[config.mk]
export PLATFORM = sky130hd
export DESIGN_NAME = die_id_lfsr_id_generator
export DESIGN_NICKNAME = d
export VERILOG_FILES = /design/src/rtl/dil_pkg.sv /design/src/rtl/dil_lfsr_dp.sv /design/src/rtl/dil_sequencer.sv /design/src/rtl/die_id_lfsr_id_generator.sv
export SDC_FILE = /design/constraint.sdc
export NUM_CORES = 1
export LEC_CHECK = 0
export BUFFER_PORTS_ARGS = -buffer_cell sky130_fd_sc_hd__buf_4
export CELL_PAD_IN_SITES_DETAIL_PLACEMENT = 0
export CELL_PAD_IN_SITES_GLOBAL_PLACEMENT = 1
export CORE_ASPECT_RATIO = 1.2
export CORE_UTILIZATION = 55
export CTS_BUF_LIST = sky130_fd_sc_hd__clkbuf_8
export DETAILED_ROUTE_END_ITERATION = 8
export HOLD_SLACK_MARGIN = 0.06
export PLACE_DENSITY_LB_ADDON = 0.1
export SLEW_MARGIN = 25
export SYNTH_ARGS = -nofsm -noshare
export SYNTH_HDL_FRONTEND = slang
export SYNTH_SLANG_ARGS = --single-unit
export TNS_END_PERCENT = 100
[constraint.sdc]
create_clock -name clk -period 17.3 [get_ports clk]
set_clock_uncertainty 0.1 [all_clocks]
set_input_delay 0 -clock clk [delete_from_list [all_inputs] [get_ports clk]]
set_output_delay 0 -clock clk [all_outputs]
set_load 0.005 [all_outputs]
[src/rtl/dil_pkg.sv]
// ----------------------------------------------------------------------------
// dil_pkg : shared types and constants for the die id lfsr id generator
// Control word layout, datapath control and hash constants.
// ----------------------------------------------------------------------------
package dil_pkg;

	localparam int unsigned WORD_W = 32;
	localparam int unsigned LFSR_W = 64;
	localparam int unsigned BIT_W = $clog2(WORD_W);

	localparam logic [LFSR_W-1:0] LFSR_TAPS = 64'hD800_0000_0000_0000;

	// fixed low bytes of a generated mac: 0x11, 0x1a, 0x00
	localparam logic [23:0] MAC_TAIL = 24'h11_1A_00;
	localparam int unsigned MAC_RAND_W = 24;

	localparam int unsigned BLEND_ROUNDS = 32;
	localparam int unsigned ROUND_W = $clog2(BLEND_ROUNDS + 1);
	localparam logic [ROUND_W-1:0] ROUND_LAST = ROUND_W'(BLEND_ROUNDS - 1);

	localparam logic ACT_MAC = 1'b0;
	localparam logic ACT_ID64 = 1'b1;

	localparam logic [1:0] REG_DIE_WORD0 = 2'd0;
	localparam logic [1:0] REG_DIE_WORD1 = 2'd1;
	localparam logic [1:0] REG_DIE_WORD2 = 2'd2;
	localparam logic [1:0] REG_DIE_WORD3 = 2'd3;

	localparam int unsigned PC_W = 4;
	typedef logic [PC_W-1:0] pc_t;

	// program steps
	localparam pc_t ST_IDLE = 4'd0;
	localparam pc_t ST_LOAD = 4'd1;
	localparam pc_t ST_DIE2 = 4'd2;
	localparam pc_t ST_DIE3 = 4'd3;
	localparam pc_t ST_SALT = 4'd4;
	localparam pc_t ST_BLEND = 4'd5;
	localparam pc_t ST_OUT0 = 4'd6;
	localparam pc_t ST_OUT1 = 4'd7;
	localparam pc_t ST_EMIT = 4'd8;

	typedef enum logic [1:0] {
		OP_IDLE,
		OP_LOAD,
		OP_MIX,
		OP_EMIT
	} op_t;

	typedef enum logic [1:0] {
		DS_DIE2,
		DS_DIE3,
		DS_SALT,
		DS_ZERO
	} dsel_t;

	typedef enum logic [1:0] {
		JC_NEXT,
		JC_LOOP,
		JC_MAC
	} jcond_t;

	typedef struct packed {
		op_t    op;
		dsel_t  dsel;
		jcond_t jcond;
		pc_t    target;
	} ucode_t;

	typedef struct packed {
		logic load;
		logic mix;
	} dp_ctrl_t;

endpackage

[src/rtl/dil_lfsr_dp.sv]
// ----------------------------------------------------------------------------
// dil_lfsr_dp : galois lfsr hash datapath
// Loads the seed, then mixes one data bit per cycle while mix is set, lsb first, and shifts
// each output bit into a 64-bit result accumulator.
// ----------------------------------------------------------------------------
module dil_lfsr_dp (
	input  logic                         clk,
	input  logic                         arst_n,
	input  dil_pkg::dp_ctrl_t            ctrl,
	input  logic [dil_pkg::LFSR_W-1:0]   seed,
	input  logic [dil_pkg::WORD_W-1:0]   data_word,
	output logic [dil_pkg::LFSR_W-1:0]   acc,
	output logic                         word_last
);

	logic [dil_pkg::LFSR_W-1:0] lfsr_q;
	logic [dil_pkg::LFSR_W-1:0] acc_q;
	logic [dil_pkg::BIT_W-1:0]  bit_q;
	logic                       out_bit;
	logic                       fb;

	assign out_bit = lfsr_q[0];
	assign fb = out_bit ^ data_word[bit_q];
	assign word_last = (bit_q == dil_pkg::BIT_W'(dil_pkg::WORD_W - 1));
	assign acc = acc_q;

	always_ff @(posedge clk or negedge arst_n) begin
		if (!arst_n) begin
			bit_q <= '0;
		end else if (ctrl.load) begin
			bit_q <= '0;
		end else if (ctrl.mix) begin
			bit_q <= bit_q + 1'b1;
		end
	end

	always_ff @(posedge clk) begin
		if (ctrl.load) begin
			lfsr_q <= seed;
			acc_q <= '0;
		end else if (ctrl.mix) begin
			lfsr_q <= (lfsr_q >> 1) ^ (fb ? dil_pkg::LFSR_TAPS : '0);
			acc_q <= {acc_q[dil_pkg::LFSR_W-2:0], out_bit};
		end
	end

endmodule

[src/rtl/dil_sequencer.sv]
// ----------------------------------------------------------------------------
// dil_sequencer : microcode program counter and control rom
// One control word per step; mix steps last one word and then take their
// jump condition (next, blend loop, or skip the second word for a mac).
// ----------------------------------------------------------------------------
module dil_sequencer (
	input  logic                clk,
	input  logic                arst_n,
	input  logic                launch,
	input  logic                action,
	input  logic                word_last,
	output dil_pkg::dp_ctrl_t   ctrl,
	output dil_pkg::dsel_t      dsel,
	output logic                busy,
	output logic                emit
);

	dil_pkg::pc_t                 pc_q;
	dil_pkg::pc_t                 pc_n;
	dil_pkg::pc_t                 pc_inc;
	logic [dil_pkg::ROUND_W-1:0]  round_q;
	logic [dil_pkg::ROUND_W-1:0]  round_n;
	dil_pkg::ucode_t              ucw;

	// control rom
	always_comb begin
		ucw = '{op: dil_pkg::OP_IDLE, dsel: dil_pkg::DS_ZERO,
			jcond: dil_pkg::JC_NEXT, target: dil_pkg::ST_IDLE};
		case (pc_q)
			dil_pkg::ST_IDLE: begin
				ucw.op = dil_pkg::OP_IDLE;
			end
			dil_pkg::ST_LOAD: begin
				ucw.op = dil_pkg::OP_LOAD;
			end
			dil_pkg::ST_DIE2: begin
				ucw.op = dil_pkg::OP_MIX;
				ucw.dsel = dil_pkg::DS_DIE2;
			end
			dil_pkg::ST_DIE3: begin
				ucw.op = dil_pkg::OP_MIX;
				ucw.dsel = dil_pkg::DS_DIE3;
			end
			dil_pkg::ST_SALT: begin
				ucw.op = dil_pkg::OP_MIX;
				ucw.dsel = dil_pkg::DS_SALT;
			end
			dil_pkg::ST_BLEND: begin
				ucw.op = dil_pkg::OP_MIX;
				ucw.jcond = dil_pkg::JC_LOOP;
			end
			dil_pkg::ST_OUT0: begin
				ucw.op = dil_pkg::OP_MIX;
				ucw.jcond = dil_pkg::JC_MAC;
				ucw.target = dil_pkg::ST_EMIT;
			end
			dil_pkg::ST_OUT1: begin
				ucw.op = dil_pkg::OP_MIX;
			end
			dil_pkg::ST_EMIT: begin
				ucw.op = dil_pkg::OP_EMIT;
				ucw.target = dil_pkg::ST_IDLE;
			end
			default: begin
				ucw.op = dil_pkg::OP_EMIT;
				ucw.target = dil_pkg::ST_IDLE;
			end
		endcase
	end

	assign pc_inc = pc_q + 1'b1;

	always_comb begin
		pc_n = pc_q;
		round_n = round_q;
		case (ucw.op)
			dil_pkg::OP_IDLE: begin
				if (launch) begin
					pc_n = pc_inc;
				end
			end
			dil_pkg::OP_LOAD: begin
				pc_n = pc_inc;
			end
			dil_pkg::OP_MIX: begin
				if (word_last) begin
					case (ucw.jcond)
						dil_pkg::JC_LOOP: begin
							if (round_q == dil_pkg::ROUND_LAST) begin
								round_n = '0;
								pc_n = pc_inc;
							end else begin
								round_n = round_q + 1'b1;
							end
						end
						dil_pkg::JC_MAC: begin
							pc_n = (action == dil_pkg::ACT_MAC) ? ucw.target : pc_inc;
						end
						default: begin
							pc_n = pc_inc;
						end
					endcase
				end
			end
			dil_pkg::OP_EMIT: begin
				pc_n = ucw.target;
			end
			default: begin
				pc_n = dil_pkg::ST_IDLE;
			end
		endcase
	end

	always_ff @(posedge clk or negedge arst_n) begin
		if (!arst_n) begin
			pc_q <= dil_pkg::ST_IDLE;
			round_q <= '0;
		end else begin
			pc_q <= pc_n;
			round_q <= round_n;
		end
	end

	assign ctrl.load = (ucw.op == dil_pkg::OP_LOAD);
	assign ctrl.mix = (ucw.op == dil_pkg::OP_MIX);
	assign dsel = ucw.dsel;
	assign busy = (pc_q != dil_pkg::ST_IDLE);
	assign emit = (ucw.op == dil_pkg::OP_EMIT);

	a_emit_returns: assert property (@(posedge clk) disable iff (!arst_n)
		emit |=> (pc_q == dil_pkg::ST_IDLE))
		else $error("sequencer did not return to idle after emit");

	a_pc_range: assert property (@(posedge clk) disable iff (!arst_n)
		pc_q <= dil_pkg::ST_EMIT)
		else $error("program counter beyond last step");

	a_round_in_loop: assert property (@(posedge clk) disable iff (!arst_n)
		(round_q != '0) |-> (pc_q == dil_pkg::ST_BLEND))
		else $error("blend round count live outside blend step");

	a_launch_loads: assert property (@(posedge clk) disable iff (!arst_n)
		(launch && !busy) |=> ctrl.load)
		else $error("accepted request did not load the register");

endmodule

[src/rtl/die_id_lfsr_id_generator.sv]
// ----------------------------------------------------------------------------
// die_id_lfsr_id_generator : default identifier from die id and salt
// Hashes the die id and a salt through a 64-bit galois lfsr and returns a
// mac address or a 64-bit identifier.
// ----------------------------------------------------------------------------
// usage:
//   configuration: write die_word0..3 through cfg_valid/cfg_ready with
//   cfg_index and cfg_data while the block is idle; cfg_ready is always high.
//   request: a beat is taken when start is high and busy is low, carrying
//   action (0 = mac, 1 = 64-bit id) and salt.
//   result: id_value is presented for one cycle with done high; there is no
//   back-pressure, the result must be taken in that cycle.
// sequence: one lfsr bit per cycle; 4 + BLEND_ROUNDS words of 32 bits for a
//   mac and one word more for an id, plus load and emit steps; the
//   single-bit lfsr step of the datapath sets the time to done; one request
//   at a time, a new start is taken in the cycle done is shown.
// reset: arst_n clears the die id registers to zero and returns the program
//   counter to idle; no result is pending after reset.
// ----------------------------------------------------------------------------
module die_id_lfsr_id_generator (
	input  logic                          clk,
	input  logic                          arst_n,
	input  logic                          start,
	output logic                          busy,
	input  logic                          action,
	input  logic [dil_pkg::WORD_W-1:0]    salt,
	output logic                          done,
	output logic [dil_pkg::LFSR_W-1:0]    id_value,
	input  logic                          cfg_valid,
	output logic                          cfg_ready,
	input  logic [1:0]                    cfg_index,
	input  logic [dil_pkg::WORD_W-1:0]    cfg_data
);

	logic [dil_pkg::WORD_W-1:0] die_word0_q;
	logic [dil_pkg::WORD_W-1:0] die_word1_q;
	logic [dil_pkg::WORD_W-1:0] die_word2_q;
	logic [dil_pkg::WORD_W-1:0] die_word3_q;
	logic                       action_q;
	logic [dil_pkg::WORD_W-1:0] salt_q;
	logic                       done_q;
	logic [dil_pkg::LFSR_W-1:0] id_value_q;
	logic                       launch;
	logic                       word_last;
	logic                       emit;
	dil_pkg::dp_ctrl_t          ctrl;
	dil_pkg::dsel_t             dsel;
	logic [dil_pkg::WORD_W-1:0] data_word;
	logic [dil_pkg::LFSR_W-1:0] acc;

	assign cfg_ready = 1'b1;
	assign launch = start && !busy;

	always_ff @(posedge clk or negedge arst_n) begin
		if (!arst_n) begin
			die_word0_q <= '0;
			die_word1_q <= '0;
			die_word2_q <= '0;
			die_word3_q <= '0;
		end else if (cfg_valid && cfg_ready) begin
			case (cfg_index)
				dil_pkg::REG_DIE_WORD0: die_word0_q <= cfg_data;
				dil_pkg::REG_DIE_WORD1: die_word1_q <= cfg_data;
				dil_pkg::REG_DIE_WORD2: die_word2_q <= cfg_data;
				dil_pkg::REG_DIE_WORD3: die_word3_q <= cfg_data;
				default: begin
				end
			endcase
		end
	end

	always_ff @(posedge clk) begin
		if (launch) begin
			action_q <= action;
			salt_q <= salt;
		end
	end

	always_comb begin
		case (dsel)
			dil_pkg::DS_DIE2: data_word = die_word2_q;
			dil_pkg::DS_DIE3: data_word = die_word3_q;
			dil_pkg::DS_SALT: data_word = salt_q;
			default:          data_word = '0;
		endcase
	end

	dil_sequencer u_seq (
		.clk       (clk),
		.arst_n    (arst_n),
		.launch    (launch),
		.action    (action_q),
		.word_last (word_last),
		.ctrl      (ctrl),
		.dsel      (dsel),
		.busy      (busy),
		.emit      (emit)
	);

	dil_lfsr_dp u_dp (
		.clk       (clk),
		.arst_n    (arst_n),
		.ctrl      (ctrl),
		.seed      ({die_word1_q, die_word0_q}),
		.data_word (data_word),
		.acc       (acc),
		.word_last (word_last)
	);

	// mac keeps only the low 24 output bits of the first word
	always_ff @(posedge clk or negedge arst_n) begin
		if (!arst_n) begin
			done_q <= 1'b0;
		end else begin
			done_q <= emit;
		end
	end

	always_ff @(posedge clk) begin
		if (emit) begin
			if (action_q == dil_pkg::ACT_MAC) begin
				id_value_q <= {16'h0000, acc[dil_pkg::MAC_RAND_W-1:0], dil_pkg::MAC_TAIL};
			end else begin
				id_value_q <= acc;
			end
		end
	end

	assign done = done_q;
	assign id_value = id_value_q;

endmodule
# --- After elaboration in Yosys (flattened, before gate mapping) ---
# Index checks and enable logic that the tools add are counted.
totals:
  regBits: 369
  latchBits: 0
  ramBits: 0
  rom_bits: 0
  input_bits: 71
  output_inout_bits: 67
  elab_cells: 77
  n_memories: 0
op_classes:
  add_sub_neg: 3
  n_mul: 0
  div: 0
  order_cmp: 1
  n_eq_ne: 22
  shift: 0
  muxes: 20
  n_bitwise: 2
  n_reduce_logical: 15
op_table:
  columns: ["op", "count"]
  rows:
  - ["2-to-1 mux 64 bit", 3]
  - ["one-hot mux 32 bit (3 select lines)", 1]
  - ["XOR 63 x 64 -> 64 bit", 1]
  - ["2-to-1 mux 48 bit", 1]
  - ["2-to-1 mux 4 bit", 5]
  - ["== test 4 x 3 -> 1 bit, second input constant", 4]
  - ["one-hot mux 4 bit (4 select lines)", 1]
  - ["== test 2 bit, second input constant", 6]
  - ["one-hot mux 2 bit (3 select lines)", 2]
  - ["2-to-1 mux 5 bit", 2]
  - ["== test 2 x 1 -> 1 bit, second input constant", 4]
  - ["== test 4 x 2 -> 1 bit, second input constant", 2]
  - ["one-hot mux 4 bit (2 select lines)", 1]
  - ["AND reduction 2 bit", 4]
  - ["adder 6 x 1 -> 6 bit, second input constant", 1]
  - ["== test 6 x 5 -> 1 bit, second input constant", 1]
  - ["zero test 2 bit", 3]
  - ["< comparator 5 x 6 -> 1 bit, second input constant", 1]
  - ["2-to-1 mux 6 bit", 1]
  - ["AND reduction 3 bit", 2]
  - ["OR reduction 6 bit", 1]
  - ["adder 5 x 1 -> 5 bit, second input constant", 1]
  - ["binary-select mux 1 bit (select 5 bit)", 1]
  - ["== test 5 bit, second input constant", 1]
  - ["13 further kinds", 13]

# --- Logic depth before layout (Yosys ltp) ---
# Gate-level depths: netlist (run 1).
logic_depth:
  depth_word: 11
  ltp_mapped: 14
  depth_no_buf: 11

# --- By module ---
# From an unflattened synthesis (run 1), not the netlist that was laid out.
hier_totals:
  cells_unflattened: 1001
  hier_area_um2: 15158.3
modules_own_cells:
  columns: ["module", "n_inst", "cells_each", "area_each_um2", "seq_area_each_um2"]
  rows:
  - ["die_id_lfsr_id_generator", 1, 521, 8911.0, 6140.9]
  - ["dil_lfsr_dp", 1, 408, 5540.3, 3328.2]
  - ["dil_sequencer", 1, 72, 706.9, 250.2]

# --- Least setup slack after synthesis (run 1) ---
# No wires, ideal clock.
synth_timing:
  path_type: "reg-to-reg"
  from: "register u_seq.pc_q[0]"
  to: "register done_q (netlist: done)"
  setup_ps: 600
  t_arrival_ps: 5883
  t_required_ps: 16600
  setup_slack_ps: 10717
  stages_incl_launch_ff: 9
  path_buffers: 2
  period_less_slack_ps: 6583
  cell_sequence: "dfrtp_1 -> inv_1 -> ha_1 -> buf_6 -> buf_12 -> nor2_1 -> a21oi_1 -> inv_1 -> o21ai_0"
synth_between:
  elab_chain_cells: 4
  elab_cells_between_ends: 11
  cone_classes: "eq/ne (8); mux (1); reduce/logical (2)"
synth_rtl:
  columns: ["item", "line", "rtl"]
  rows:
  - ["from (decl)", "dil_sequencer.sv:18", "dil_pkg::pc_t pc_q;"]
  - ["from (signal assigned)", "dil_sequencer.sv:116", "pc_q <= dil_pkg::ST_IDLE;"]
  - ["from (signal assigned)", "dil_sequencer.sv:119", "pc_q <= pc_n;"]
  - ["== test 4 x 2 -> 1 bit / == test 4 x 3 -> 1 bit (equally long branches)", "dil_sequencer.sv:29", "case (pc_q)"]
  - ["OR reduction 6 bit (no source line)", null, null]
  - ["one-hot mux 2 bit (3 select lines) *", "dil_sequencer.sv:29", null]
  - ["== test 2 bit *", "dil_sequencer.sv:128", "assign emit = (ucw.op == dil_pkg::OP_EMIT);"]
  - ["via emit", "die_id_lfsr_id_generator.sv:45", "logic emit;"]
  - ["to (signal assigned)", "die_id_lfsr_id_generator.sv:115", "done_q <= emit;"]
  - ["to (decl)", "die_id_lfsr_id_generator.sv:41", "logic done_q;"]
# The timed path passes the listed nets; every way through them passes the cells marked *.
# A chain may end at the register's enable or synchronous reset.

# --- Final worst setup path (run 1) ---
layout_timing:
  from: "register u_seq.pc_q[2]"
  to: "register u_dp.lfsr_q[42] (netlist bit), data pin"
layout_between:
  elab_chain_cells: 5
  elab_cells_between_ends: 12
  cone_classes: "eq/ne (8); mux (2); reduce/logical (2)"
layout_rtl:
  columns: ["item", "line", "rtl"]
  rows:
  - ["== test 4 x 2 -> 1 bit / == test 4 x 3 -> 1 bit (equally long branches)", "dil_sequencer.sv:29", null]
  - ["OR reduction 6 bit (no source line)", null, null]
  - ["one-hot mux 2 bit (3 select lines) *", "dil_sequencer.sv:29", null]
  - ["== test 2 x 1 -> 1 bit *", "dil_sequencer.sv:124", "assign ctrl.load = (ucw.op == dil_pkg::OP_LOAD);"]
  - ["2-to-1 mux 64 bit *", "dil_lfsr_dp.sv:38", "if (ctrl.load) begin"]
  - ["to (signal assigned)", "dil_lfsr_dp.sv:42", "lfsr_q <= (lfsr_q >> 1) ^ (fb ? dil_pkg::LFSR_TAPS : '0);"]
  - ["to (decl)", "dil_lfsr_dp.sv:16", "logic [dil_pkg::LFSR_W-1:0] lfsr_q;"]
# Mark *: on every way between the ends. The rest lies on a longest branch, timed or not.

==> metrics.md, run 1 <==
| Metric | Value |
|---|---|
| Final GP Congestion | roughly 0.8 |
| Avg WL per Cell | 17.3 µm |
| Post-synthesis adder-cell area fraction | less than 1% |
| Post-synthesis mux area share | about 20% |
| CP Capture Type | register |
| Inserted Clock Buffers | 55 |
| FF+latch count, synth | 369 |
| First-pass GRT wire length | 50300 µm |
| Layout cells sized above 1 | 33.4% |
| Crit share post-route | 24.1% |
| Largest area contributor in the netlist | edfxtp_1 |
| Via count | 9447 |
| Final slew viol count | 0 |
| Number of max-cap violations | 0 |
| Synth Flop Type | edfxtp_1 |
| Initial DRT Pass Iterations | 6 |
| Initial Util | 56.4% |
| Die area | ~29000 µm² |
| Post-CTS setup buffers | 0 |
| Global Route Usage Sum | between 20% and 30% |
| RR Endpoint | u_dp.lfsr_q[42]$_DFFE_PP_ |
| Largest family of logic cells by synthesized area | multiplexers |
| Routed Antenna Nets | 0 |
| Synth area leaders | edfxtp_1 31%, dfrtp_1 23%, mux2_2 16%, dfxtp_1 8.3%, mux2i_1 4.2% |
| Crit Reg-Reg Startpoint | u_seq.pc_q[2]$_DFFE_PN0P_ |
| HPWL Detailed | between 15000 and 20000 µm |
| Clk_lat worst skew | between 0.5 and 0.6 ns |
| Final instance area | 18900 µm² |
| Critical Path Start | u_seq.pc_q[2]$_DFFE_PN0P_ |
| Post-Syn Area per Cell | 13.9 µm² |
| Simple-gate share of the synthesized area | roughly 8.6% |
| Total Routed Length | 30700 µm |
| Mapped Nets | 1192 |
| Root buf cell | clkbuf_8 |
| Io pins | roughly 140 |
| Outcome | complete, no violations |
| Number of synthesized flops with an enable pin | 161 |
| CP Data Arrival Time | 4.38 ns |
| Setup slack, reg-to-reg | 13.13 ns |
| Max Clock Freq | 0.240 GHz |
| Startpoint type of the worst setup path | register |
| Placed instance area | between 15000 and 20000 µm² |
| Xor and xnor area share after synthesis | 0.227% |
| Setup TNS | 0 ns |
| Initial antenna violation count | 0 |
| Cells on worst reg2reg path | 6 |
| CTS tree | done |
| RSZ-0062 raised after global routing | false |
| Diode count | 0 |
| Ys Warns | 0 |
| Clock Sinks | 369 |
| Final hold violation count | 0 |
| Distinct cells, synth | 67 |
| Area delta synth->final | 22.6% |
| Vias in the first global route | 9764 |
| Worst Setup EP | u_dp.lfsr_q[42]$_DFFE_PP_ |
| Maximum clock path buffer count | 3 |
| Post-CTS sizing | 0 |
| Tmin final | roughly 4.2 ns |
| Peak supply drop | 0.000160 V |
| Rows | 66 |
| Pleak | approximately 0.0077 µW |
| Pwr/cell area | between 150 and 200 nW/µm² |
| Synthesized instance count | about 1100 |
| Clk slew on worst S/H paths | 0.06 ns |
| Post-synthesis compound-gate area fraction | between 4 and 5% |
| Async S/R FF share, synth | 39.0% |
| I/O Buffers | 136 |
| Slew HR | roughly 39% |
| Cts hold-fix bufs | 104 |
| Worst min path class | in -> reg |
| Nets | 1434 |
| 1st-iter DRT viols | 410 |
| # H-tree levels | 2 |
| Cell Area, Synth | 15400 µm² |
| Largest net degree at the start of global routing | 80 |
| Die X | 155 µm |
| Data required, critical path | roughly 18 ns |
| Die Span Y | between 150 and 200 µm |
| Post-DR vias/cell | between 5 and 6 |
| Crit path kind | reg -> reg |
| GR Overflow Total | 0 |
| Core area | 27300 µm² |
| Critical Path Fanout Max | 79 |
| Seq/Total Area, Yosys | 63.1% |
| Slew @ Worst Pin | 0.910 ns |
| Detailed-route DRC error count | 0 |
| Final setup violation count | 0 |
| Synth top area share | roughly a third |
metrics by stage:
step	power, µW	util [%]	worst slack [ns]	hold slack, ns	cells
floorplan	2180	-	10.72	-0.396	1111
global placement	2480	61.0	13.19	0.00383	1566
detailed placement	2510	61.0	13.09	0.00770	1566
CTS	3240	69.1	13.10	0.0673	1773
global route	3400	69.1	12.82	0.105	1773
finish	3210	69.1	13.13	0.104	1773
placed cells by master (no fill, tap or decap), types with 5 or more instances in the layout:
cell type        n
nor3_1           6
nor2_1          87
edfxtp_1       161
nand2b_1         8
o211ai_1         5
nand3_1         11
a21o_1           6
clkbuf_8        75
dlygate4sd3_1  103
dfrtp_1        144
ha_1             7
mux2i_1         64
mux2_2         214
a221oi_1        12
nand3b_1        13
o21ai_0         28
a21oi_1         19
and2_1          38
clkinv_2         6
nand2_1         73
buf_4          146
dfxtp_1         64
clkinv_1         7
inv_1           25
and3_1           5
cell type report:
class,count,area [µm²]
Sequential cell,369,9720
Timing Repair Buffer,252,2180
Clock buffer,75,1030
Multi-Input combinational cell,664,5340
Fill cell,1942,8440
Tap cell,374,468
Inverter,11,42.5
Clock inverter,28,115
power by group:
group          total (µW)  internal [µW]  switching, µW
Clock                 710            385            325
Sequential           1430           1310            122
Combinational        1070            464            603
Total                3210           2160           1050
registers in the layout, summed over array words and instances (netlist names), 4 cells and up:
signal	flops
id_value	64
u_dp.acc	64
u_dp.lfsr_q	64
die_word0_q	32
die_word1_q	32
die_word2_q	32
die_word3_q	32
salt_q	32
u_seq.round_q	6
u_dp.bit_q	5
u_seq.pc_q	4
synth_stat cells (all sizes together), types with 5 or more instances:
| cell type | instances |
|---|---|
| a221oi | 12 |
| and3 | 5 |
| o21ai | 30 |
| nand2b | 8 |
| buf | 34 |
| nor2 | 88 |
| nor3 | 6 |
| mux2 | 214 |
| dfrtp | 144 |
| o211ai | 5 |
| a21o | 7 |
| nand3 | 11 |
| edfxtp | 161 |
| a21oi | 20 |
| and2 | 38 |
| mux2i | 64 |
| dfxtp | 64 |
| nand2 | 73 |
| clkbuf | 33 |
| inv | 11 |
| ha | 10 |
| nand3b | 13 |
worst min path at each step:
stage	startpoint	endpoint	slack, ns	cells after the start
global route	cfg_data[15]	die_word2_q[15]$_DFFE_PN0P_	0.10	3
detailed placement	arst_n	die_word1_q[8]$_DFFE_PN0P_	0.008	1
finish	cfg_valid	die_word3_q[0]$_DFFE_PN0P_	0.10	4
floorplan	arst_n	die_word0_q[0]$_DFFE_PN0P_	-0.40	0
CTS	cfg_valid	die_word2_q[16]$_DFFE_PN0P_	0.07	4
global placement	arst_n	die_word1_q[8]$_DFFE_PN0P_	0.004	1
per-layer routing:
layer	up-vias	part of all wire [%]	global-route usage, %
met5	-	0	0
met4	0	2.0	6.81
met3	56	3.5	3.42
met2	211	51	39.3
met1	4669	44	28.1
li1	4511	-	-
critical path: stages (launching register included):
cell and delay [ns]:
dfrtp_1 0.55, nor2_2 0.74, nand2_1 0.38, inv_1 0.19
ha_4 0.64, buf_4 0.82, mux2_2 0.42
cells by family (layout without fill, tap and decap cells):
logic type,Yosys count,in the layout
and+or+nand+nor,265,265
AOI/OAI and AO/OA,105,105
DFF,369,369
other,1,1
adders and majority gates,10,10
buffers and inverters,78,366
muxes,279,279
xor gates and xnor gates,4,4
No activity file was read; power rests on OpenSTA's default activity.
==> run 2: changes to the inputs <==
--- a/config.mk
+++ b/config.mk
@@ -5,11 +5,12 @@
 export SDC_FILE = /design/constraint.sdc
 export NUM_CORES = 1
 export LEC_CHECK = 0
+export ABC_AREA = 1
 export BUFFER_PORTS_ARGS = -buffer_cell sky130_fd_sc_hd__buf_4
 export CELL_PAD_IN_SITES_DETAIL_PLACEMENT = 0
 export CELL_PAD_IN_SITES_GLOBAL_PLACEMENT = 1
 export CORE_ASPECT_RATIO = 1.2
-export CORE_UTILIZATION = 55
+export CORE_UTILIZATION = 48
 export CTS_BUF_LIST = sky130_fd_sc_hd__clkbuf_8
 export DETAILED_ROUTE_END_ITERATION = 8
 export HOLD_SLACK_MARGIN = 0.06
==> constraint.sdc (replaced) <==
create_clock -name clk -period 4.1 [get_ports clk]
set_clock_uncertainty 0.1 [all_clocks]
set_input_delay 0 -clock clk [delete_from_list [all_inputs] [get_ports clk]]
set_output_delay 0 -clock clk [all_outputs]
set_load 0.005 [all_outputs]
==> run 2 against run 1 <==
- global-route usage is 1.2 points higher
- largest cell class unchanged
- cell area decreased by 1.2%
- largest power group unchanged
- synthesized area fell by 2.5%
- via count increased by 20%
- worst hold slack gained 0.058 ns
- critical path type unchanged
- combinational power rose to 4.6 times the previous value
- die area grew 12%
- non-clock buffer count up 10
==> metrics.md, run 2 <==
| Metric | Value |
|---|---|
| Most common cell after layout, fill and taps aside | nand2_1 |
| Crit share post-route | 82.5% (+58 points) |
| Placed cell count | 2035 (+30%) |
| Startpoint type of the worst setup path | register |
| Largest net degree at the start of global routing | 85 (+6.3%) |
| Slowest cell on the critical path | ha_1 |
| Fill cell count | 2713 (+40%) |
| Pwr/cell area | 786 nW/µm² (+360%) |
| Ys Warns | 0 (unchanged) |
| Final instance area | 18700 µm² (-1.2%) |
| Rows | 70 (+6.1%) |
| Data required, critical path | 4.35 ns (-13.16 ns) |
| Nets | 1888 (+32%) |
| Synthesized instance count | 1577 (+42%) |
| Storage element area | 9720 µm² (unchanged) |
| Final hold violation count | 0 (unchanged) |
| RR Endpoint | u_dp.lfsr_q[62]$_DFFE_PP_ |
| GR Overflow Total | 0 (unchanged) |
| Synth Flop Type | edfxtp_1 |
| Cells on worst reg2reg path | 14 (+8) |
| Clock Sinks | 369 (unchanged) |
| Layout cells sized above 1 | 14.2% (-19 points) |
| Number of max-cap violations | 0 (unchanged) |
| Synth area leaders | edfxtp_1 32%, dfrtp_1 24%, nand2_1 12%, dfxtp_1 8.5%, o21ai_0 6.9% |
| Tmin final | 3.38 ns (-0.788 ns) |
| Final GP Congestion | 0.873 (+7.0%) |
| Crit path kind | reg -> reg |
| Detailed-route DRC error count | 0 (unchanged) |
| Cell Chain, Critical Path | ha_1 -> inv_2 -> nor2_4 -> nand2_1 -> nand4_1 -> nand3_1 -> nand3_1 -> nand3_1 -> nand2_1 -> nand2_1 -> nand2_2 -> nand3_2 -> nand2_1 -> nand2_1 |
| CP Data Arrival Time | 3.63 ns (-0.75 ns) |
| Most frequent cells in the layout | 483 x nand2_1, 208 x o21ai_0, 161 x edfxtp_1, 150 x buf_4, 144 x dfrtp_1 |
| Worst Setup EP | u_dp.lfsr_q[62]$_DFFE_PP_ |
| CTS tree | done |
| Critical Path Start | u_seq.pc_q[0]$_DFFE_PN0P_ |
| Global Route Usage Sum | 23.4% (+1.2 points) |
| HPWL Detailed | 21700 µm (+19%) |
| Root buf cell | clkbuf_8 |
| Top delay family on crit path | simple AND/OR/NAND/NOR gates |
| Met2 WL post-DR | 18300 µm (+18%) |
| Total Routed Length | 36100 µm (+18%) |
| 1st-iter DRT viols | 655 (+60%) |
| Peak supply drop | 0.000526 V (+230%) |
| Critical Path Fanout Max | 30 (-62%) |
| Seq/Total Area, Yosys | 64.7% (+1.6 points) |
| Initial Util | 49.0% (-7.4 points) |
| Setup slack, reg-to-reg | 0.72 ns (-12.41 ns) |
| Final setup violation count | 0 (unchanged) |
| Total power | 14700 µW (+360%) |
| Worst stage delay on the critical path | 0.71 ns (-0.11 ns) |
| Inserted Clock Buffers | 57 (+3.6%) |
| Synth top area share | 32.2% (+0.81 points) |
| Pleak | 0.00853 µW (+11%) |
| Largest area contributor in the netlist | edfxtp_1 |
| Mapped Nets | 1658 (+39%) |
| Async S/R FF share, synth | 39.0% (unchanged) |
| Post-CTS sizing | 0 (unchanged) |
| Initial antenna violation count | 0 (unchanged) |
| Maximum clock path buffer count | 3 (unchanged) |
| Core area | 30700 µm² (+12%) |
| Post-Syn Area per Cell | 9.53 µm² (-31%) |
| Final std cells w/o fill | 2252 (+27%) |
| Slew @ Worst Pin | 0.838 ns (-0.0719 ns) |
| Avg WL per Cell | 16.0 µm (-7.3%) |
| First-pass GRT wire length | 58700 µm (+17%) |
| Setup TNS | 0 ns (unchanged) |
| Cell Area, Synth | 15000 µm² (-2.5%) |
| Post-CTS setup buffers | 0 (unchanged) |
| Hold Crit Start | cfg_data[5] |
| Via count | 11300 (+20%) |
| RSZ-0062 raised after global routing | false |
| Met1 WL | 15100 µm (+12%) |
| Top-count cell post-synth | nand2_1 |
| Distinct cells, synth | 34 (-49%) |
| Crit Reg-Reg Startpoint | u_seq.pc_q[0]$_DFFE_PN0P_ |
| Final slew viol count | 0 (unchanged) |
| Clk slew on worst S/H paths | 0.07 ns (about the same) |
| Die X | 164 µm (+5.6%) |
| Clk_lat worst skew | 0.61 ns (+0.03 ns) |
| Io pins | 138 (unchanged) |
| CP Capture Type | register |
| Max Clock Freq | 0.296 GHz (+23%) |
| Placed instance area | 16300 µm² (-2.0%) |
| Post-DR vias/cell | 5.03 (-5.6%) |
| I/O Buffers | 136 (unchanged) |
| # H-tree levels | 2 (unchanged) |
| Top sig layer | met4 |
| Area of the multi-input gates | 4520 µm² (-15%) |
| Number of synthesized flops with an enable pin | 161 (unchanged) |
| Metal3 WL | 1370 µm (+29%) |
| Vias in the first global route | 11300 (+16%) |
| Die Span Y | 196 µm (+5.6%) |
| Routed Antenna Nets | 0 (unchanged) |
| WP depth | 14 (+8) |
| Worst min path class | in -> reg |
| CP dominant cell by count | nand2_1 |
| Top cells by count, synth | 485 x nand2_1, 208 x o21ai_0, 161 x edfxtp_1 |
| FF+latch count, synth | 369 (unchanged) |
| Outcome | complete, no violations |
| Slew HR | 44.1% (+4.8 points) |
| Initial DRT Pass Iterations | 5 (-1) |
| Area delta synth->final | 24.2% |
| Crit path buf inv count | 1 (-1) |
| Die area | 32000 µm² (+12%) |
run 2: metal layers:
| layer | vias up | GRT usage (%) |
|---|---|---|
| li1 | 5674 | - |
| met1 | 5320 | 28.9 |
| met2 | 256 | 40.7 |
| met3 | 82 | 3.36 |
| met4 | 0 | 9.98 |
| met5 | - | 0 |
run 2: worst min-delay path, stage by stage:
cell	delay (ns)
dlygate4sd3_1	0.53
buf_4	0.10
inv_1	0.07
o21ai_0	0.15
run 2: through the flow:
stage | util, % | setup slack, ns | hold WS [ns]
6_report | 60.9 | 0.719 | 0.162
5_1_grt | 60.9 | 0.387 | 0.180
4_1_cts | 60.9 | 0.775 | 0.139
3_5_place_dp | 53.3 | 0.779 | 0.00315
3_3_place_gp | 53.3 | 0.889 | 0.00305
2_1_floorplan | - | 0.311 | -0.396
run 2: worst min-delay path by stage:
stage / to / slack (ns) / cells after the start
4_1_cts: die_word2_q[4]$_DFFE_PN0P_ / 0.14 / 4
6_report: die_word0_q[5]$_DFFE_PN0P_ / 0.16 / 4
3_5_place_dp: u_seq.round_q[3]$_DFFE_PN0P_ / 0.003 / 1
3_3_place_gp: u_seq.round_q[3]$_DFFE_PN0P_ / 0.003 / 1
5_1_grt: die_word0_q[4]$_DFFE_PN0P_ / 0.18 / 4
2_1_floorplan: die_word0_q[0]$_DFFE_PN0P_ / -0.40 / 0
run 2: what timing repair did:
action | 4_1_cts | 5_1_grt
hold buffers | 109 | 0
endpoints found under the hold margin | 312 | 0
endpoints found under the setup margin | 0 | 0
run 2: area by class of cell:
| cell class | instances | share of cell area [%] |
|---|---|---|
| Inverter | 116 | 2.34 |
| Clock inverter | 40 | 1.52 |
| Sequential cell | 369 | 52.1 |
| Tap cell | 396 | 2.65 |
| Antenna cell | 1 | 0.0134 |
| Timing Repair Buffer | 262 | 12.2 |
| Clock buffer | 67 | 4.94 |
| Multi-Input combinational cell | 1001 | 24.2 |
run 2: kinds of logic (layout without fill, tap and decap cells):
group / after synthesis / after routing / share of synthesized area (%)
simple gates: 752 / 752 / 20.8
flops: 369 / 369 / 64.7
compound gates: 236 / 236 / 7.96
buf+inv: 207 / 485 / 5.55
fa+ha+maj: 10 / 10 / 0.833
other cells: 1 / 2 / 0.0250
xor+xnor: 1 / 1 / 0.0583
mux: 1 / 1 / 0.0666
run 2: power breakdown:
| group | total [µW] | switching [µW] | internal [µW] | leakage [µW] |
|---|---|---|---|---|
| Combinational | 4940 | 3250 | 1690 | 0.00398 |
| Clock | 3190 | 1440 | 1750 | 0.000675 |
| Sequential | 6540 | 645 | 5890 | 0.00388 |
| Total | 14700 | 5340 | 9330 | 0.00853 |
==> run 3: changes to the inputs <==
--- a/config.mk
+++ b/config.mk
@@ -5,12 +5,12 @@
 export SDC_FILE = /design/constraint.sdc
 export NUM_CORES = 1
 export LEC_CHECK = 0
-export ABC_AREA = 1
+export ABC_AREA = 0
 export BUFFER_PORTS_ARGS = -buffer_cell sky130_fd_sc_hd__buf_4
 export CELL_PAD_IN_SITES_DETAIL_PLACEMENT = 0
 export CELL_PAD_IN_SITES_GLOBAL_PLACEMENT = 1
 export CORE_ASPECT_RATIO = 1.2
-export CORE_UTILIZATION = 48
+export CORE_UTILIZATION = 51
 export CTS_BUF_LIST = sky130_fd_sc_hd__clkbuf_8
 export DETAILED_ROUTE_END_ITERATION = 8
 export HOLD_SLACK_MARGIN = 0.06
==> constraint.sdc (replaced) <==
create_clock -name clk -period 3.2 [get_ports clk]
set_clock_uncertainty 0.1 [all_clocks]
set_input_delay 0 -clock clk [delete_from_list [all_inputs] [get_ports clk]]
set_output_delay 0 -clock clk [all_outputs]
set_load 0.005 [all_outputs]
==> run 3 against run 2 <==
- non-clock buffer count rose by 23
- maximum frequency increased by 11%
- sequential power is 18% higher
- global-route usage decreased by 2.2 points
==> metrics.md, run 3 (synthesis gave the netlist of run 1 again) <==
| Metric | Value |
|---|---|
| Avg WL per Cell | 17.5 µm (+9.3%) |
| Slowest cell on the critical path | dfrtp_2 |
| Post-DR vias/cell | 5.25 (+4.3%) |
| Detailed-route DRC error count | 0 (unchanged) |
| Die Span Y | 192 µm (-1.7%) |
| Peak supply drop | 0.000790 V (+50%) |
| Die X | 161 µm (-1.7%) |
| GR Overflow Total | 0 (unchanged) |
| # H-tree levels | 2 (unchanged) |
| RSZ-0062 raised after global routing | false |
| Hold Path Depth | 3 (-1) |
| First-pass GRT wire length | 51400 µm (-12%) |
| Pwr/cell area | 944 nW/µm² (+20%) |
| HPWL Detailed | 19500 µm (-10%) |
| Crit path buf inv count | 3 (+2) |
| CP Data Arrival Time | 3.28 ns (-0.35 ns) |
| Global Route Usage Sum | 21.2% (-2.2 points) |
| Final hold violation count | 0 (unchanged) |
| Initial Util | 51.9% (+2.9 points) |
| Slew @ Worst Pin | 0.796 ns (-0.0421 ns) |
| Layout cells sized above 1 | 34.6% (+20 points) |
| Startpoint type of the worst setup path | register |
| Nets | 1469 (-22%) |
| CTS tree | done |
| Outcome | complete, no violations |
| Tmin final | 3.04 ns (-0.337 ns) |
| Clock Sinks | 369 (unchanged) |
| Data required, critical path | 3.43 ns (-0.92 ns) |
| Cell Chain, Critical Path | inv_1 -> ha_2 -> buf_12 -> nor4b_4 -> buf_4 -> a21o_1 -> o221ai_1 -> o311a_1 -> nor4b_4 -> or2b_4 -> a21oi_1 -> a211o_1 |
| Hold EP | die_word3_q[15]$_DFFE_PN0P_ |
| Area delta synth->final | 26.4% |
| Max Clock Freq | 0.329 GHz (+11%) |
| Final slew viol count | 0 (unchanged) |
| Placed instance area | 16900 µm² (+3.5%) |
| Root buf cell | clkbuf_8 |
| Final GP Congestion | 0.753 (-14%) |
| CP Capture Type | register |
| Diode count | 0 (-1) |
| Setup slack, reg-to-reg | 0.16 ns (-0.56 ns) |
| Pleak | 0.00791 µW (-7.3%) |
| Hold Crit Start | cfg_data[15] |
| Final instance area | 19500 µm² (+4.4%) |
| Worst stage delay on the critical path | 0.45 ns (-0.26 ns) |
| Die area | 30900 µm² (-3.4%) |
| Number of max-cap violations | 0 (unchanged) |
| Most common cell after layout, fill and taps aside | mux2_2 |
| Maximum clock path buffer count | 3 (unchanged) |
| Initial DRT Pass Iterations | 5 (unchanged) |
| Placed cell count | 1601 (-21%) |
| Total power | 18400 µW (+25%) |
| Fill cell count | 2257 (-17%) |
| Worst min path class | in -> reg |
| Clk_lat worst skew | 0.61 ns (about the same) |
| Initial antenna violation count | 0 (unchanged) |
| Final setup violation count | 0 (unchanged) |
| Slew HR | 46.9% (+2.8 points) |
| Core area | 29700 µm² (-3.1%) |
| RR Endpoint | u_dp.lfsr_q[63]$_DFFE_PP_ |
| Crit share post-route | 95.1% (+13 points) |
| Inserted Clock Buffers | 57 (unchanged) |
| I/O Buffers | 136 (unchanged) |
| Io pins | 138 (unchanged) |
| Largest net degree at the start of global routing | 71 (-16%) |
| CP dominant cell by count | nor4b_4 |
| Final std cells w/o fill | 1827 (-19%) |
| Top delay family on crit path | simple AND/OR/NAND/NOR gates |
| Cells on worst reg2reg path | 12 (-2) |
| Total Routed Length | 32000 µm (-11%) |
| Critical Path Fanout Max | 22 (-27%) |
| Crit path kind | reg -> reg |
| Critical Path Start | u_seq.pc_q[0]$_DFFE_PN0P_ |
| 1st-iter DRT viols | 475 (-27%) |
| Via count | 9587 (-15%) |
| Clk slew on worst S/H paths | 0.07 ns (about the same) |
| Routed Antenna Nets | 0 (unchanged) |
| Rows | 69 (-1.4%) |
| Most frequent cells in the layout | 214 x mux2_2, 161 x edfxtp_1, 160 x buf_4, 143 x dfrtp_1, 116 x dlygate4sd3_1 |
| Vias in the first global route | 9762 (-14%) |
| Crit Reg-Reg Startpoint | u_seq.pc_q[0]$_DFFE_PN0P_ |
run 3: changes by cell type in the layout (fill, tap and decap cells not counted), sizes merged, moves of 8 or more:
cell / delta
mux2: +214
nand4: -67
nand3: -50
o21ai: -181
nand3b: +13
nand2b: +8
dlygate4sd3: +8
mux2i: +63
nor2: -40
a221oi: +12
buf: +15
and2: +38
inv: -108
nand2: -415
run 3: worst max-delay path by stage:
stage | to | slack (ns) | cells after the start
floorplan | u_dp.bit_q[4]$_DFFE_PN0P_ | 0.11 | 10
global placement | u_seq.pc_q[0]$_DFFE_PN0P_ | -0.005 | 11
detailed placement | u_seq.pc_q[0]$_DFFE_PN0P_ | -0.08 | 11
CTS | u_dp.lfsr_q[63]$_DFFE_PP_ | 0.07 | 11
global route | u_dp.lfsr_q[63]$_DFFE_PP_ | 0.02 | 12
finish | u_dp.lfsr_q[63]$_DFFE_PP_ | 0.16 | 12
run 3: per-stage QoR:
step | utilization, % | hold slack (ns) | TNS [ns] | setup slack, ns
2_1_floorplan | - | -0.396 | 0 | 0.112
3_3_place_gp | 57.0 | -0.0265 | -0.00528 | -0.00528
3_5_place_dp | 57.0 | -0.0173 | -0.118 | -0.0770
4_1_cts | 65.5 | 0.0605 | 0 | 0.0699
5_1_grt | 65.6 | 0.0892 | 0 | 0.0160
6_report | 65.6 | 0.107 | 0 | 0.157
run 3: area by class of cell:
cell class	count	area (µm²)	share of cell area [%]
sequential	369	9720	49.9
inverter	11	45.0	0.231
tap	390	488	2.50
clock inverter	34	320	1.64
multi-input combinational	664	5360	27.5
clock buffer	74	1020	5.23
timing repair buffer	285	2530	13.0
run 3: per-layer routing:
| metal | share of wire (%) | GRT usage (%) |
|---|---|---|
| met4 | 2.6 | 7.51 |
| met3 | 3.8 | 3.22 |
| met2 | 51 | 37.9 |
| met1 | 42 | 26.1 |
| met5 | 0 | 0 |
run 3: power breakdown:
group          internal [µW]  switching (µW)  leakage [µW]
sequential              7080             637       0.00380
combinational           2840            3390       0.00339
clock                   2640            1800      0.000723
total                  12600            5830       0.00791
run 3: what timing repair did:
| item | 4_1_cts | 5_1_grt |
|---|---|---|
| endpoints found under the setup margin | 4 | 8 |
| endpoints found under the hold margin | 341 | 0 |
| buffers inserted | 0 | 1 |
| hold buffers | 117 | 0 |
| pin swaps | 0 | 4 |
| gates resized for setup | 1 | 7 |
run 3: tightest hold or removal path, stage by stage:
cell	delay, ns
dlygate4sd3_1	0.52
buf_4	0.13
mux2_2	0.14
